`src/hdl/rssi_sm_pkg.sv`:
```
// ----------------------------------------------------------------------------
// rssi_sm_pkg: shared types and constants of the RSSI S-meter scaler
// Item and result structs, register indexes, the band correction table and
// the stage records of the pipeline modules.
// ----------------------------------------------------------------------------
package rssi_sm_pkg;

  localparam int REG_W = 8;

  typedef enum logic [0:0] {
    REG_S0_LEVEL = 1'b0,
    REG_S9_LEVEL = 1'b1
  } reg_idx_t;

  localparam logic [REG_W-1:0] S0_RESET = 8'd130;
  localparam logic [REG_W-1:0] S9_RESET = 8'd76;

  // floor(x / 9) == (x * RECIP_9) >> RECIP_SHIFT for every span * 100 up to 25500
  localparam logic [14:0] RECIP_9     = 15'd29128;
  localparam int          RECIP_SHIFT = 18;

  localparam logic [3:0] SU_MAX   = 4'd9;
  localparam logic [6:0] DB_MAX   = 7'd99;
  localparam logic [2:0] BARS_MAX = 3'd4;

  typedef struct packed {
    logic signed [8:0] sig_dbm;
    logic [2:0]        band;
  } item_t;

  typedef struct packed {
    logic signed [9:0] corrected_dbm;
    logic [3:0]        s_unit;
    logic [6:0]        over_s9_db;
    logic [2:0]        over_s9_bars;
    logic [3:0]        bar_level;
    logic              above_s9;
    logic              zero_span;
  } result_t;

  // after band correction and span product
  typedef struct packed {
    logic              valid;
    logic signed [9:0] corrected;
    logic [7:0]        s9;
    logic [8:0]        num_mag;
    logic              num_pos;
    logic              num_neg;
    logic              span_neg;
    logic [14:0]       span_x100;
  } st1_t;

  // divisor and scaled numerator ready
  typedef struct packed {
    logic              valid;
    logic signed [9:0] corrected;
    logic [6:0]        over_db;
    logic [15:0]       num_x100;
    logic [11:0]       den_mag;
    logic              num_pos;
    logic              q_pos;
  } st2_t;

  // quotient bit 3 and saturation known
  typedef struct packed {
    logic              valid;
    logic signed [9:0] corrected;
    logic [6:0]        over_db;
    logic [2:0]        bars;
    logic              zero;
    logic              num_pos;
    logic              q_pos;
    logic              sat;
    logic              q3;
    logic [15:0]       rem;
    logic [11:0]       den;
  } st3_t;

  // quotient bits 3..1 known
  typedef struct packed {
    logic              valid;
    logic signed [9:0] corrected;
    logic [6:0]        over_db;
    logic [2:0]        bars;
    logic              zero;
    logic              num_pos;
    logic              q_pos;
    logic              sat;
    logic [2:0]        q_hi;
    logic [15:0]       rem;
    logic [11:0]       den;
  } st4_t;

  function automatic logic signed [5:0] band_corr(input logic [2:0] band);
    logic signed [5:0] corr;
    case (band)
      3'd0:    corr = -6'sd15;
      3'd1:    corr = -6'sd25;
      3'd2:    corr = -6'sd20;
      3'd3:    corr = -6'sd4;
      3'd4:    corr = -6'sd7;
      3'd5:    corr = -6'sd6;
      3'd6:    corr = -6'sd1;
      default: corr = 6'sd0;
    endcase
    return corr;
  endfunction

endpackage

```
`src/hdl/rssi_s_meter_scaler.sv`:
```
// ----------------------------------------------------------------------------
// rssi_s_meter_scaler: band-corrected RSSI to S-meter units and bars
// Five-stage pipeline: correction, divisor, two divider stages, output.
// ----------------------------------------------------------------------------
// Takes one item per clock, every clock: busy is always low. Each item gives
// one result on the result port, marked by done, once it has passed the st1,
// st2, st3 and st4 stage registers and the output register. Results are not
// held, so the receiver must take done as it comes. Write s0_ref and s9_ref
// only while no item is in flight.
module rssi_s_meter_scaler (
  input  logic                    clk,
  input  logic                    rst,
  input  logic                    start,
  output logic                    busy,
  input  rssi_sm_pkg::item_t      item,
  output logic                    done,
  output rssi_sm_pkg::result_t    result,
  input  logic                    cfg_we,
  input  rssi_sm_pkg::reg_idx_t   cfg_addr,
  input  logic [7:0]              cfg_data
);
  import rssi_sm_pkg::*;

  logic [REG_W-1:0] s0_ref;
  logic [REG_W-1:0] s9_ref;
  st2_t             st2;
  st4_t             st4;
  logic             b0;
  logic [3:0]       q;
  logic [3:0]       su_div;
  logic [3:0]       s_unit;
  result_t          result_next;

  assign busy = 1'b0;

  always_ff @(posedge clk) begin
    if (rst) begin
      s0_ref <= S0_RESET;
      s9_ref <= S9_RESET;
    end else if (cfg_we) begin
      case (cfg_addr)
        REG_S0_LEVEL: s0_ref <= cfg_data;
        REG_S9_LEVEL: s9_ref <= cfg_data;
        default: ;
      endcase
    end
  end

  rssi_sm_front u_front (
    .clk    (clk),
    .rst    (rst),
    .take   (start && !busy),
    .item   (item),
    .s0_ref (s0_ref),
    .s9_ref (s9_ref),
    .st2    (st2)
  );

  rssi_sm_div u_div (
    .clk (clk),
    .rst (rst),
    .st2 (st2),
    .st4 (st4)
  );

  always_comb begin
    b0 = st4.rem >= {4'b0, st4.den};
    q  = {st4.q_hi, b0};
    su_div = (st4.sat || (q > SU_MAX)) ? SU_MAX : q;
    // zero divisor: full scale for a positive numerator, else bottom
    if (st4.zero) begin
      s_unit = st4.num_pos ? SU_MAX : 4'd0;
    end else begin
      s_unit = st4.q_pos ? su_div : 4'd0;
    end

    result_next.corrected_dbm = st4.corrected;
    result_next.s_unit        = s_unit;
    result_next.over_s9_db    = st4.over_db;
    result_next.over_s9_bars  = st4.bars;
    result_next.bar_level     = s_unit + {1'b0, st4.bars};
    result_next.above_s9      = (st4.bars != 3'd0);
    result_next.zero_span     = st4.zero;
  end

  always_ff @(posedge clk) begin
    result <= result_next;
    if (rst) begin
      done <= 1'b0;
    end else begin
      done <= st4.valid;
    end
  end

endmodule

```
`src/hdl/rssi_sm_front.sv`:
```
// ----------------------------------------------------------------------------
// rssi_sm_front: band correction, span and numerator scaling
// Stage 1 applies the band correction, forms the numerator and S0 - S9;
// stage 2 makes the S-unit divisor, scales the numerator, clamps dB over S9.
// ----------------------------------------------------------------------------
module rssi_sm_front (
  input  logic                 clk,
  input  logic                 rst,
  input  logic                 take,
  input  rssi_sm_pkg::item_t   item,
  input  logic [7:0]           s0_ref,
  input  logic [7:0]           s9_ref,
  output rssi_sm_pkg::st2_t    st2
);
  import rssi_sm_pkg::*;

  st1_t              st1, st1_next;
  st2_t              st2_next;
  logic signed [5:0] corr;
  logic signed [9:0] corrected;
  logic signed [10:0] num;
  logic signed [8:0] span;
  logic [7:0]        span_mag;
  logic [29:0]       den_prod;
  logic signed [10:0] over_sum;

  always_comb begin
    corr      = band_corr(item.band);
    corrected = {item.sig_dbm[8], item.sig_dbm} + {{4{corr[5]}}, corr};
    num       = {corrected[9], corrected} + {3'b000, s0_ref};
    span      = {1'b0, s0_ref} - {1'b0, s9_ref};
    span_mag  = span[8] ? 8'(-span) : span[7:0];

    st1_next.valid     = take;
    st1_next.corrected = corrected;
    st1_next.s9        = s9_ref;
    st1_next.num_mag   = num[10] ? 9'(-num) : num[8:0];
    st1_next.num_pos   = !num[10] && (num != 11'sd0);
    st1_next.num_neg   = num[10];
    st1_next.span_neg  = span[8];
    st1_next.span_x100 = {1'b0, span_mag, 6'b0} + {2'b0, span_mag, 5'b0}
                       + {5'b0, span_mag, 2'b0};
  end

  always_comb begin
    den_prod = 30'(st1.span_x100) * 30'(RECIP_9);
    over_sum = {st1.corrected[9], st1.corrected} + {3'b000, st1.s9};

    st2_next.valid     = st1.valid;
    st2_next.corrected = st1.corrected;
    st2_next.num_x100  = {1'b0, st1.num_mag, 6'b0} + {2'b0, st1.num_mag, 5'b0}
                       + {5'b0, st1.num_mag, 2'b0};
    st2_next.den_mag   = den_prod[RECIP_SHIFT +: 12];
    st2_next.num_pos   = st1.num_pos;
    // quotient is positive only when numerator and divisor share a sign
    st2_next.q_pos     = (st1.num_pos && !st1.span_neg) || (st1.num_neg && st1.span_neg);
    if (over_sum[10]) begin
      st2_next.over_db = 7'd0;
    end else if (over_sum > 11'sd99) begin
      st2_next.over_db = DB_MAX;
    end else begin
      st2_next.over_db = over_sum[6:0];
    end
  end

  always_ff @(posedge clk) begin
    if (rst) begin
      st1.valid <= 1'b0;
      st2.valid <= 1'b0;
    end else begin
      st1 <= st1_next;
      st2 <= st2_next;
    end
  end

endmodule

```
`src/hdl/rssi_sm_div.sv`:
```
// ----------------------------------------------------------------------------
// rssi_sm_div: restoring divider stages for the S-unit quotient
// Stage 3 detects a quotient of 16 or more, resolves bit 3, sets the bars;
// stage 4 resolves bits 2 and 1. Bit 0 is left for the output stage.
// ----------------------------------------------------------------------------
module rssi_sm_div (
  input  logic               clk,
  input  logic               rst,
  input  rssi_sm_pkg::st2_t  st2,
  output rssi_sm_pkg::st4_t  st4
);
  import rssi_sm_pkg::*;

  st3_t        st3, st3_next;
  st4_t        st4_next;
  logic [15:0] den8;
  logic [15:0] den4;
  logic [15:0] den2;
  logic        b2;
  logic [15:0] rem2;
  logic        b1;

  always_comb begin
    den8 = {1'b0, st2.den_mag, 3'b0};

    st3_next.valid     = st2.valid;
    st3_next.corrected = st2.corrected;
    st3_next.over_db   = st2.over_db;
    st3_next.zero      = (st2.den_mag == 12'd0);
    st3_next.num_pos   = st2.num_pos;
    st3_next.q_pos     = st2.q_pos;
    st3_next.sat       = {1'b0, st2.num_x100} >= {1'b0, st2.den_mag, 4'b0};
    st3_next.q3        = st2.num_x100 >= den8;
    st3_next.rem       = st3_next.q3 ? (st2.num_x100 - den8) : st2.num_x100;
    st3_next.den       = st2.den_mag;
    if (st2.over_db >= 7'd40) begin
      st3_next.bars = BARS_MAX;
    end else if (st2.over_db >= 7'd30) begin
      st3_next.bars = 3'd3;
    end else if (st2.over_db >= 7'd20) begin
      st3_next.bars = 3'd2;
    end else if (st2.over_db >= 7'd10) begin
      st3_next.bars = 3'd1;
    end else begin
      st3_next.bars = 3'd0;
    end
  end

  always_comb begin
    den4 = {2'b0, st3.den, 2'b0};
    den2 = {3'b0, st3.den, 1'b0};
    b2   = st3.rem >= den4;
    rem2 = b2 ? (st3.rem - den4) : st3.rem;
    b1   = rem2 >= den2;

    st4_next.valid     = st3.valid;
    st4_next.corrected = st3.corrected;
    st4_next.over_db   = st3.over_db;
    st4_next.bars      = st3.bars;
    st4_next.zero      = st3.zero;
    st4_next.num_pos   = st3.num_pos;
    st4_next.q_pos     = st3.q_pos;
    st4_next.sat       = st3.sat;
    st4_next.q_hi      = {st3.q3, b2, b1};
    st4_next.rem       = b1 ? (rem2 - den2) : rem2;
    st4_next.den       = st3.den;
  end

  always_ff @(posedge clk) begin
    if (rst) begin
      st3.valid <= 1'b0;
      st4.valid <= 1'b0;
    end else begin
      st3 <= st3_next;
      st4 <= st4_next;
    end
  end

endmodule

```
`config.mk`:
```
export PLATFORM = sky130hd
export DESIGN_NAME = rssi_s_meter_scaler
export DESIGN_NICKNAME = d
export VERILOG_FILES = /design/src/hdl/rssi_sm_pkg.sv /design/src/hdl/rssi_s_meter_scaler.sv /design/src/hdl/rssi_sm_front.sv /design/src/hdl/rssi_sm_div.sv
export SDC_FILE = /design/constraint.sdc
export NUM_CORES = 1
export LEC_CHECK = 0
export ABC_AREA = 1
export BUFFER_PORTS_ARGS = -buffer_cell sky130_fd_sc_hd__buf_2
export CAP_MARGIN = 40
export CORE_MARGIN = 1
export CORE_UTILIZATION = 45
export DETAILED_ROUTE_END_ITERATION = 8
export SYNTH_ARGS = -nofsm -noshare
export SYNTH_HDL_FRONTEND = slang
export SYNTH_SLANG_ARGS = --single-unit
```
`constraint.sdc`:
```
create_clock -name clk -period 10.58 [get_ports clk]
set_input_delay 1.587 -clock clk [delete_from_list [all_inputs] [get_ports clk]]
set_output_delay 1.587 -clock clk [all_outputs]
set_load 0.01 [all_outputs]
```
==> run metrics <==
initial antenna violation count=0; die span in y=189 um; Detailed Routing Iterations Pass 1=7; buffers plus inverters on the worst setup path=6; final slew viol count=0; critical path, cell by cell=inv_1 > fa_1 > inv_1 > ha_1 > inv_1 > fa_1 > inv_1 > fa_1 > inv_1 > fa_1 > inv_1 > ha_1 > a21o_1 > a21oi_1 > nand2_1 > o21bai_1 > nand2_1 > nand2_1 > nand3_1 > nand2_1 > nand2_1 > nand2_1; H-tree levels=1; Reg clk slew, reported paths=0.06 ns; simple-gate portion of the synthesized area=0.148; CTS tree=built; post-cts sizing count=0; multiplexer share of the synthesized area=0.000717; max incr delay on CP=0.53 ns; first-pass GRT wire length=49,800 um; DR vias=10,585; crit end category=register; Final Util=0.508; FP Rows=68; Final Skew=between 0.01 and 0.015 ns; die footprint=between 30,000 and 40,000 um2; setup_tns=0 ns; routability cong.=0.879; core area=34,500 um2; final setup vio count=0; 1st-iter DRT viols=435; largest family of logic cells by synthesized area=adder cells; achievable clock frequency=~0.21 GHz; ys async rst share=0; hpwl dp=23,600 um; status=finished, final reports clean; WL final=a little under 30,000 um; Yosys warning total=0; Inserted Clock Buffers=26; Worst-Skew Late Latency=approximately 0.53 ns; Via-to-Cell Ratio=4.90; worst min-delay path class=reg2reg; number of synthesized register bits=244; Required @ worst endpoint=10.86 ns; DRC viols=0; Initial Util=0.456; Final period util=0.446; crit path max fanout=4; Arrival @ worst endpoint=5.00 ns; Post-Synth Adder-Cell Area=0.222; ys flop type=edfxtp_1; number of global-route vias before repair=10,617; number of max-cap violations=0; layout cell share with drive strength beyond 1=0.0756; io pins=57; total congestion overflow=0; Post-CTS Hold Buffers=0; most frequent cells in the layout=nand2_1 (301), inv_1 (267), ha_1 (194), edfxtp_1 (193), a21oi_1 (99); die width=189 um; nets=1,958; Syn Inst Count=1,610; kind of critical path=reg2reg; post-route minimum period=about 4.7 ns; gr usage total=0.170; cell area after synthesis=15,700 um2; RSZ-0062 raised after global routing=false; root buffer cell=clkbuf_16; IO Port Bufs=between 50 and 60; Synth cell types=between 50 and 60; Routed Antenna Nets=0; number of synthesized flops with an enable pin=193; startpoint types=register; Routed WL per cell=13.6 um; relative slew slack=0.427; Worst path slowest cell=fa_1; synthesis-to-layout area growth=11.4%; clk sink count=approximately 240; syn_area_per_cell=9.75 um2; kind of cell adding the most delay to the critical path=adder cells; top cell type's share of synthesized area=0.369; fillers=3,143; Synth area leaders=edfxtp_1 (37%), ha_1 (15%), nand2_1 (7.2%); Synth Area in Compound Gates=0.0740; Final Hold Fails=0; Slew @ Worst Pin=0.859 ns; ant diodes=0; XOR/XNOR Fraction of Synth Area=0.0507; post-synthesis sequential area ratio=0.434; syn nets=1,882; Post-CTS Setup Inserts=0; maximum number of pins on one net before global-route repair=about 130; Synth area leader=edfxtp_1; buffer levels on the longest clock path=3; most common cell after layout, fill and taps aside=nand2_1
layout make-up:
cell class,count,area (um2),area share
clock buffers,36,773,0.0442
well taps,455,569,0.0326
flip-flops and latches,244,6820,0.390
clock inverters,12,196,0.0112
inverters,273,1030,0.0592
multi-input cells,1084,7790,0.445
repair buffers,57,310,0.0177
stage by stage:
step / hold WS [ns] / cell area (um2) / cells / setup slack [ns]
after floorplan: 0.323 / 15700 / 1610 / 2.64
after CTS: 0.342 / 17500 / 2161 / 5.83
after global placement: 0.324 / 16500 / 2112 / 5.84
after global routing: 0.352 / 17500 / 2161 / 5.46
final: 0.340 / 17500 / 2161 / 5.86
after detailed placement: 0.327 / 16500 / 2113 / 5.73
layer usage:
layer | wire length [um] | share of wire | GRT usage | vias to the layer above
met2 | 13800 | 0.47 | 0.292 | 127
li1 | - | - | - | 5526
met4 | 742 | 0.025 | 0.0462 | 0
met5 | 0 | 0 | 0 | -
met1 | 14100 | 0.48 | 0.224 | 4881
met3 | 847 | 0.029 | 0.0233 | 51
flip-flops by register name, indices dropped and copies added, names as in the netlist:
register / flops
result: 30
s9_ref: 8
done: 1
u_div.st3: 40
s0_ref: 8
u_front.st2: 46
u_div.den2: 12
u_div.st4: 55
u_front.st1: 44
Yosys cell counts, drive strengths merged (4+ instances only):
library cell and n:
o21bai 8, o21ai 59, a21oi 99, xor2 56, nand3 80, nand3b 7
o21a 4, xnor2 34, buf 8, a21o 12, ha 194, a31oi 5
o211ai 7, nand2 308, edfxtp 193, fa 53, nor2 103, nor3 17
dfxtp 51, nand4 17, inv 273
kinds of logic (layout without fill, tap and decap cells):
| kind of cell | count (synthesis) | count (layout) |
|---|---|---|
| AND/OR/NAND/NOR | 538 | 538 |
| buffers and inverters | 282 | 378 |
| adder cells (fa/ha/maj) | 247 | 247 |
| flip-flops | 244 | 244 |
| AO/OA/AOI/OAI | 207 | 207 |
| XOR/XNOR | 90 | 90 |
| other | 1 | 1 |
| multiplexers | 1 | 1 |
path summary, 6_finish.rpt:
path	startpoint	end	slack, ns	depth (start not counted)
max	u_front.st1[6]	u_front.st2[11]	5.86	22
max reg2reg	u_front.st1[6]	u_front.st2[11]	5.86	22
min	u_div.st4[40]	result[11]	0.34	0
min reg2reg	u_div.st4[40]	result[11]	0.34	0
Power is not shown: default switching activity piles up to over one toggle a cycle in this logic, so the estimate is an artifact.
